<file path="config.mk">
export PLATFORM = sky130hd
export DESIGN_NAME = avi_movi_chunk_deframer_core
export DESIGN_NICKNAME = d
export VERILOG_FILES = /design/src/rtl/core/amcd_pkg.sv /design/src/rtl/core/avi_movi_chunk_deframer_core.sv
export SDC_FILE = /design/constraint.sdc
export NUM_CORES = 1
export LEC_CHECK = 0
export BUFFER_PORTS_ARGS = -buffer_cell sky130_fd_sc_hd__buf_2
export CORE_ASPECT_RATIO = 0.9
export CORE_UTILIZATION = 35
export CTS_BUF_LIST = sky130_fd_sc_hd__clkbuf_4
export CTS_CLUSTER_SIZE = 16
export DETAILED_ROUTE_END_ITERATION = 12
export PLACE_DENSITY = 0.55
export SETUP_SLACK_MARGIN = 0.3
export SLEW_MARGIN = 20
export SYNTH_ARGS = -nofsm -noshare
export SYNTH_HDL_FRONTEND = slang
export SYNTH_SLANG_ARGS = --single-unit
</file>
<file path="constraint.sdc">
create_clock -name clk -period 2.6 [get_ports clk]
set_clock_uncertainty 0.2 [all_clocks]
set_input_delay 0.52 -clock clk [delete_from_list [all_inputs] [get_ports clk]]
set_output_delay 0.52 -clock clk [all_outputs]
set_load 0.005 [all_outputs]
</file>
<file path="src/rtl/core/amcd_pkg.sv">
package amcd_pkg;

	localparam int unsigned LenWidth = 32;

	localparam logic [7:0] CHAR_0 = 8'h30;
	localparam logic [7:0] CHAR_1 = 8'h31;
	localparam logic [7:0] CHAR_W = 8'h77;
	localparam logic [7:0] CHAR_D = 8'h64;
	localparam logic [7:0] CHAR_B = 8'h62;
	localparam logic [7:0] CHAR_C = 8'h63;

	localparam logic [3:0] POS_ID0  = 4'd0;
	localparam logic [3:0] POS_ID1  = 4'd1;
	localparam logic [3:0] POS_ID2  = 4'd2;
	localparam logic [3:0] POS_ID3  = 4'd3;
	localparam logic [3:0] POS_LEN0 = 4'd4;
	localparam logic [3:0] POS_LEN1 = 4'd5;
	localparam logic [3:0] POS_LEN2 = 4'd6;
	localparam logic [3:0] POS_LEN3 = 4'd7;
	localparam logic [3:0] POS_BODY = 4'd8;

	typedef enum logic [1:0] {
		KIND_NONE  = 2'd0,
		KIND_AUDIO = 2'd1,
		KIND_VIDEO = 2'd2
	} kind_t;

endpackage

</file>
<file path="src/rtl/core/avi_movi_chunk_deframer_core.sv">
// Chunk deframer for the byte stream inside an AVI movi list.
// Raw stream bytes arrive one per request on the s_ channel. The block hunts
// for a chunk id of '0', a stream digit '0' or '1', then "wb" for audio or
// "dc" for video, reads the following 32-bit little-endian length and passes
// that many payload bytes out on the m_ channel. Each output request carries
// the byte in m_tdata, the end-of-chunk mark in m_tlast and the chunk kind,
// stream digit and empty-chunk flag in m_tuser. A chunk of length zero gives
// one request with empty_chunk and tlast set and a zero data byte. Header
// bytes and bytes that break the id match produce no output.
// An accepted input byte passes through one input register and one result
// register on its way to its output request. The block accepts one byte in
// every cycle as long as the result register is free or is being emptied in
// the same cycle, so the sustained rate is one byte per cycle.
// When the receiver stalls, the result register holds its request and the
// input register fills; after that s_tready drops until m_tready returns.
// Reset returns the parser to the id hunt and empties both registers.
module avi_movi_chunk_deframer_core (
	input  logic       clk,
	input  logic       arst_n,
	input  logic       s_tvalid,
	output logic       s_tready,
	input  logic [7:0] s_tdata,   // [7:0] in_byte
	output logic       m_tvalid,
	input  logic       m_tready,
	output logic [7:0] m_tdata,   // [7:0] out_byte
	output logic       m_tlast,   // last_of_chunk
	output logic [2:0] m_tuser    // [0] is_video, [1] stream_digit, [2] empty_chunk
);
	import amcd_pkg::*;

	logic                valid_s1;
	logic [7:0]          byte_s1;
	logic                advance;

	logic [3:0]          pos_q, pos_d;
	kind_t               kind_q, kind_d;
	logic                digit_q, digit_d;
	logic [23:0]         len_q, len_d;
	logic [LenWidth-1:0] rem_q, rem_d;
	logic                body_q, body_d;

	logic [31:0]         len_full;
	logic [LenWidth-1:0] len_trunc;
	logic                res_valid, res_last, res_empty;
	logic [7:0]          res_byte;
	logic                last_byte;

	logic                out_valid_q;
	logic [7:0]          out_byte_q;
	logic                out_video_q, out_digit_q, out_last_q, out_empty_q;

	assign advance  = !out_valid_q || m_tready;
	assign s_tready = !valid_s1 || advance;

	assign len_full  = {byte_s1, len_q};
	assign len_trunc = len_full[LenWidth-1:0];
	assign last_byte = (rem_q <= LenWidth'(1));

	always_comb begin
		pos_d     = pos_q;
		kind_d    = kind_q;
		digit_d   = digit_q;
		len_d     = len_q;
		rem_d     = rem_q;
		body_d    = body_q;
		res_valid = 1'b0;
		res_last  = 1'b0;
		res_empty = 1'b0;
		res_byte  = byte_s1;
		if (body_q) begin
			res_valid = 1'b1;
			res_last  = last_byte;
			if (last_byte) begin
				rem_d  = '0;
				body_d = 1'b0;
				pos_d  = POS_ID0;
			end else begin
				rem_d = rem_q - LenWidth'(1);
			end
		end else begin
			case (pos_q)
				POS_ID0: begin
					pos_d = (byte_s1 == CHAR_0) ? POS_ID1 : POS_ID0;
				end
				POS_ID1: begin
					if (byte_s1 == CHAR_0 || byte_s1 == CHAR_1) begin
						digit_d = (byte_s1 == CHAR_1);
						pos_d   = POS_ID2;
					end else begin
						pos_d = POS_ID0;
					end
				end
				POS_ID2: begin
					if (byte_s1 == CHAR_W) begin
						kind_d = KIND_AUDIO;
						pos_d  = POS_ID3;
					end else if (byte_s1 == CHAR_D) begin
						kind_d = KIND_VIDEO;
						pos_d  = POS_ID3;
					end else begin
						pos_d = POS_ID0;
					end
				end
				POS_ID3: begin
					if ((byte_s1 == CHAR_B && kind_q == KIND_AUDIO) ||
					    (byte_s1 == CHAR_C && kind_q == KIND_VIDEO)) begin
						pos_d = POS_LEN0;
					end else begin
						pos_d = POS_ID0;
					end
				end
				POS_LEN0: begin
					len_d = {16'd0, byte_s1};
					pos_d = POS_LEN1;
				end
				POS_LEN1: begin
					len_d[15:8] = byte_s1;
					pos_d       = POS_LEN2;
				end
				POS_LEN2: begin
					len_d[23:16] = byte_s1;
					pos_d        = POS_LEN3;
				end
				POS_LEN3: begin
					if (len_trunc == '0) begin
						pos_d     = POS_ID0;
						res_valid = 1'b1;
						res_last  = 1'b1;
						res_empty = 1'b1;
						res_byte  = 8'd0;
					end else begin
						rem_d  = len_trunc;
						body_d = 1'b1;
						pos_d  = POS_BODY;
					end
				end
				default: begin
					pos_d = POS_ID0;
				end
			endcase
		end
	end

	always_ff @(posedge clk or negedge arst_n) begin
		if (!arst_n) begin
			valid_s1 <= 1'b0;
		end else if (s_tready) begin
			valid_s1 <= s_tvalid;
		end
	end

	always_ff @(posedge clk) begin
		if (s_tready && s_tvalid) begin
			byte_s1 <= s_tdata;
		end
	end

	always_ff @(posedge clk or negedge arst_n) begin
		if (!arst_n) begin
			pos_q   <= POS_ID0;
			kind_q  <= KIND_NONE;
			digit_q <= 1'b0;
			len_q   <= '0;
			rem_q   <= '0;
			body_q  <= 1'b0;
		end else if (valid_s1 && advance) begin
			pos_q   <= pos_d;
			kind_q  <= kind_d;
			digit_q <= digit_d;
			len_q   <= len_d;
			rem_q   <= rem_d;
			body_q  <= body_d;
		end
	end

	always_ff @(posedge clk or negedge arst_n) begin
		if (!arst_n) begin
			out_valid_q <= 1'b0;
		end else if (advance) begin
			out_valid_q <= valid_s1 && res_valid;
		end
	end

	always_ff @(posedge clk) begin
		if (advance && valid_s1 && res_valid) begin
			out_byte_q  <= res_byte;
			out_video_q <= (kind_q == KIND_VIDEO);
			out_digit_q <= digit_q;
			out_last_q  <= res_last;
			out_empty_q <= res_empty;
		end
	end

	assign m_tvalid = out_valid_q;
	assign m_tdata  = out_byte_q;
	assign m_tlast  = out_last_q;
	assign m_tuser  = {out_empty_q, out_digit_q, out_video_q};

endmodule

</file>
# == After elaboration in Yosys (flattened, before gate mapping) ==
# Cells that the tools add are included.
# W data, S select, Z words.
# totals
wordCells,89
regBits,86
in_bits,12
# op_classes
add_sub_neg,1
bitwise,1
eq_ne,17
reduce_logical,25
magnitude_cmp,1
n_mux,28
# op_table
op,n
$mux W32,4
$eq A8 B7 Y1 const B,4
$le A32 B1 Y1 const B,1
$logic_not A32 Y1,1
$pmux W4 S8,1
$pmux W8 S2,2
$sub A32 B1 Y32 const B,1
$mux W8,3
$eq A4 B3 Y1 const B,4
$eq A8 B6 Y1 const B,2
$mux W4,3
$reduce_and A3 Y1,4
$mux W2,5
$mux W1,9
$eq A4 B2 Y1 const B,2
$reduce_and A4 Y1,2
$reduce_bool A2 Y1,4
$logic_and A1 B1 Y1,6
$eq A4 B1 Y1 const B,1
$logic_not A4 Y1,1
$logic_or A1 B1 Y1,4
$mux W3,1
$eq A2 B1 Y1 const B,1
$eq A2 B2 Y1 const B,1
other kinds (5),6

# == Logic depth before layout (Yosys ltp) ==
# depth
ltp_word,6
mapped_depth,9

# == Worst setup path after synthesis ==
# No wires, ideal clock.
# synth_timing
kind,register -> register
start,register byte_s1[4]
end,register out_byte_q[0] (netlist: m_tdata[0]) (enable)
required_time_ns,2.020
arrival_ns,2.150
slack_ns,-0.130
path_stages_with_launch,8
synth_period_minus_slack_ns,2.730
cell_sequence,edfxtp_1 -> buf_2 -> nor4_1 -> nand4_1 -> or3_1 -> clkbuf_1 -> o21a_1 -> nor2_1
# synth_via
elab_chain_cells,5
# synth_rtl
item,line,rtl
from (decl),avi_movi_chunk_deframer_core.sv:32,logic [7:0] byte_s1;
from (signal assigned),avi_movi_chunk_deframer_core.sv:154,byte_s1 <= s_tdata;
$logic_not A32 Y1,avi_movi_chunk_deframer_core.sv:125,if (len_trunc == '0) begin
$mux W1,avi_movi_chunk_deframer_core.sv:125,
$mux W1,avi_movi_chunk_deframer_core.sv:81,case (pos_q)
$mux W1,avi_movi_chunk_deframer_core.sv:70,if (body_q) begin
$logic_and A1 B1 Y1,avi_movi_chunk_deframer_core.sv:185,if (advance && valid_s1 && res_valid) begin
to (signal assigned),avi_movi_chunk_deframer_core.sv:186,out_byte_q <= res_byte;
to (decl),avi_movi_chunk_deframer_core.sv:49,logic [7:0] out_byte_q;
# No other way between the ends.
# A chain may end at the register's enable or synchronous reset.

# == Final worst setup path ==
# layout_timing
start,register len_q[6]
end,register out_byte_q[1] (netlist: m_tdata[1]) (enable)
# layout_via
elab_chain_cells,5
# layout_rtl
item,line,rtl
from (decl),avi_movi_chunk_deframer_core.sv:38,"logic [23:0] len_q, len_d;"
from (signal assigned),avi_movi_chunk_deframer_core.sv:170,len_q <= len_d;
$logic_not A32 Y1,avi_movi_chunk_deframer_core.sv:125,
$mux W1,avi_movi_chunk_deframer_core.sv:125,
$mux W1,avi_movi_chunk_deframer_core.sv:81,
$mux W1,avi_movi_chunk_deframer_core.sv:70,
$logic_and A1 B1 Y1,avi_movi_chunk_deframer_core.sv:185,
# No other way between the ends.

==> impl_metrics.tcl <==
set metrics [dict create \
    outcome "finished, final reports clean" \
    ys_seq_area_frac 0.468 \
    intPower_uw 1710 \
    drc 0 \
    cp_slowest_stage_delay_ns 0.47 \
    syn_to_final_growth_pct 31.9 \
    syn-num-nets 510 \
    drt_iter0_drc 552 \
    yosysTopAreaCell "dfrtp_1" \
    required_ns 2.59 \
    initial_core_util 0.360 \
    gp_congestion 0.868 \
    hold_path.class "input port to flop" \
    ir_worst_vdd_mv 0.236 \
    vias 4428 \
    relSlewSlack 0.655 \
    clock_path_buffers 2 \
    synth_flop_cell "dfrtp_1" \
    setup_slack_ns 0.200 \
    first_global_vias 4026 \
    syn_area_per_cell_sq_um 9.71 \
    dp_hpwl_um 9960 \
    ant_nets 0 \
    fmax_mhz 417 \
    cts_tree "done" \
    clock_power_share 0.342 \
    die-area_sq_um 14200 \
    yosysMostFrequentCell "dfrtp_1" \
    die_width_um 126 \
    switchingPower_uw 558 \
    stdcell_count 749 \
    p_leak_uw 0.00259 \
    rows 40 \
    hold_viol 0 \
    htree_levels 3 \
    seq_power_share 0.615 \
    p_comb_frac 0.043 \
    vias_per_cell 5.91 \
    nets 589 \
    worstSetupStartpointType "flop" \
    num-fill-cells 1240 \
    setup_viol 0 \
    cp-end-kind "flop" \
    yosys-top-cells-count "dfrtp_1 (66), nand2_1 (42), nand3_1 (36), inv_1 (35), clkbuf_1 (30)" \
    coreArea_sq_um 13400 \
    yosys-top-cells-area "dfrtp_1 (34%), edfxtp_1 (12%), nand3_1 (3.7%)" \
    arrival_ns 2.40 \
    synth_cells 496 \
    port_buffers 25 \
    cap_violations 0 \
    insertion_delay_ns 0.47 \
    drv_slew 0 \
    worst_pin_slew_ns 0.516 \
    tns_ns 0 \
    ios 26 \
    routedWlPerCell_um 20.8 \
    critical_path.max_fanout 6 \
    grt-ovfl-total 0 \
    die_h_um 113 \
    ys_seq_elements 86 \
    synth-edff-count 20 \
    dpl.cell_count 686 \
    grt_setup_unrepaired "true" \
    antenna_found_initial 1 \
    first_pass_iters 5 \
    clkTransAtPathRegs_ns 0.14 \
    period_needed_ns 2.40 \
    grt_max_degree 67 \
    root_buffer "clkbuf_4" \
    track_usage 0.209 \
    power_per_cell_area_nw_per_um2 358 \
    routed_wirelength_um 15600 \
    grt_pass1_wl_um 22600 \
    slowest_stage "dfrtp_1" \
    drive_gt1_frac 0.371 \
    synth_top_area_share 0.343 \
    synth_cell_types 65 \
    ys_warn_count 0 \
    ff2ff_path_depth 6 \
    period_share 0.923 \
    holdWs_ns 0.0371 \
    clkSinkCount 86 \
    holdPathStages 2 \
    cts_made_buffers 9 \
    dpl_worst_slack_ns 0.00692 \
    swShare 0.246 \
    netlist_area_sq_um 4810 \
    critPathKind "flop to flop" \
    synthArstFlopShare 0.767 \
    worstPathCellList "nor4_2 -> nand3_2 -> or3_4 -> o21a_4 -> nor2_4 -> clkbuf_16" \
]
per-stage QoR:
step | instance area [sq um] | util | power, uW
after global routing | 6350 | 0.475 | 2350
after detailed placement | 5340 | 0.400 | 1510
after CTS | 5720 | 0.428 | 2300
after floorplan | 4830 | - | 1450
final | 6350 | 0.475 | 2270
after global placement | 5340 | 0.400 | 1510
flip-flops by register name, summed over array words and instances, names as in the netlist:
name         count
body_q           1
byte_s1          8
digit_q          1
kind_q           2
len_q           24
m_tdata          8
m_tlast          1
m_tvalid         1
out_digit_q      1
out_empty_q      1
out_video_q      1
pos_q            4
rem_q           32
valid_s1         1
cell families after synthesis:
group | count (synthesis) | share of synthesized area
flip-flops | 86 | 0.468
AO/OA/AOI/OAI | 125 | 0.202
AND/OR/NAND/NOR | 190 | 0.223
buffers and inverters | 81 | 0.0748
multiplexers | 12 | 0.0275
adder cells (fa/ha/maj) | 2 | 0.00520
worst max-delay path: cells and delay by family, from the launching register on:
| kind | cells | cell delay [ns] |
|---|---|---|
| and+or+nand+nor | 4 | 1.05 |
| buffers and inverters | 1 | 0.17 |
| DFF | 1 | 0.47 |
| AOI/OAI and AO/OA | 1 | 0.24 |
power groups by stage:
stage | Combinational (uW) | Sequential [uW] | Clock, uW
global placement | 87.3 | 1420 | 0
CTS | 98.3 | 1400 | 804
floorplan | 28.7 | 1420 | 0
global route | 108 | 1400 | 844
detailed placement | 88.0 | 1420 | 0
finish | 98.3 | 1400 | 776
routing by layer:
layer	GRT usage	share of wire	routed length [um]	vias to the layer above
li1	-	-	-	2020
met1	0.292	0.45	7030	2203
met2	0.317	0.45	7050	186
met3	0.0454	0.073	1140	19
met4	0.0740	0.022	344	0
met5	0	0	0	-
area by class of cell:
class                           instances  area, sq um  area share
Clock inverter                          7         63.8      0.0100
Antenna cell                            1         2.50    0.000394
Clock buffer                            9         67.6      0.0106
Sequential cell                        86         2260       0.356
Inverter                               35          135      0.0213
Multi-Input combinational cell        329         2570       0.405
Timing Repair Buffer                  114         1040       0.164
Tap cell                              168          210      0.0331
placed cells by master (no fill, tap or decap), types with 4 or more instances in the layout:
cell and n:
dfrtp_1 61, buf_4 61, nand2_1 41, inv_1 34
nand3_1 34, buf_2 25, nor3_1 21, edfxtp_1 20
o21ai_0 19, nor2_1 16, a211oi_2 15, o22ai_1 14
a32oi_1 12, o211ai_1 11, mux2_2 10, clkbuf_4 9
dlygate4sd3_1 9, nor4_4 8, buf_12 7, nor4_1 6
or3_1 6, clkbuf_16 6, nand4_1 5, o21ai_2 5
nor2b_1 5, dfrtp_2 5, or2_2 4, and2_1 4
nor4_2 4, a31oi_1 4, buf_6 4
worst paths after layout:
| path | from | slack [ns] | to |
|---|---|---|---|
| setup / recovery | len_q[6]$_DFFE_PN0P_ | 0.20 | m_tdata[1]$_DFFE_PP_ |
| hold / removal | s_tvalid | 0.04 | valid_s1$_DFFE_PN0N_ |
| setup reg to reg | len_q[6]$_DFFE_PN0P_ | 0.20 | m_tdata[1]$_DFFE_PP_ |
| max in group asynchronous | arst_n | 1.48 | len_q[11]$_DFFE_PN0P_ |
| min in group asynchronous | arst_n | 0.35 | rem_q[9]$_DFFE_PN0P_ |
| hold reg to reg | digit_q$_DFFE_PN0P_ | 0.27 | out_digit_q$_DFFE_PP_ |
what timing repair did:
| item | 4_1_cts | 5_1_grt |
|---|---|---|
| gates cloned | 0 | 8 |
| endpoints found under the setup margin | 52 | 53 |
| hold endpoints to repair | 74 | 0 |
| gates resized for setup | 21 | 63 |
| buffers inserted | 6 | 23 |
| hold buffers | 9 | 0 |
| pin swaps | 6 | 23 |
Note: power is estimated with default switching activity, not from simulation.
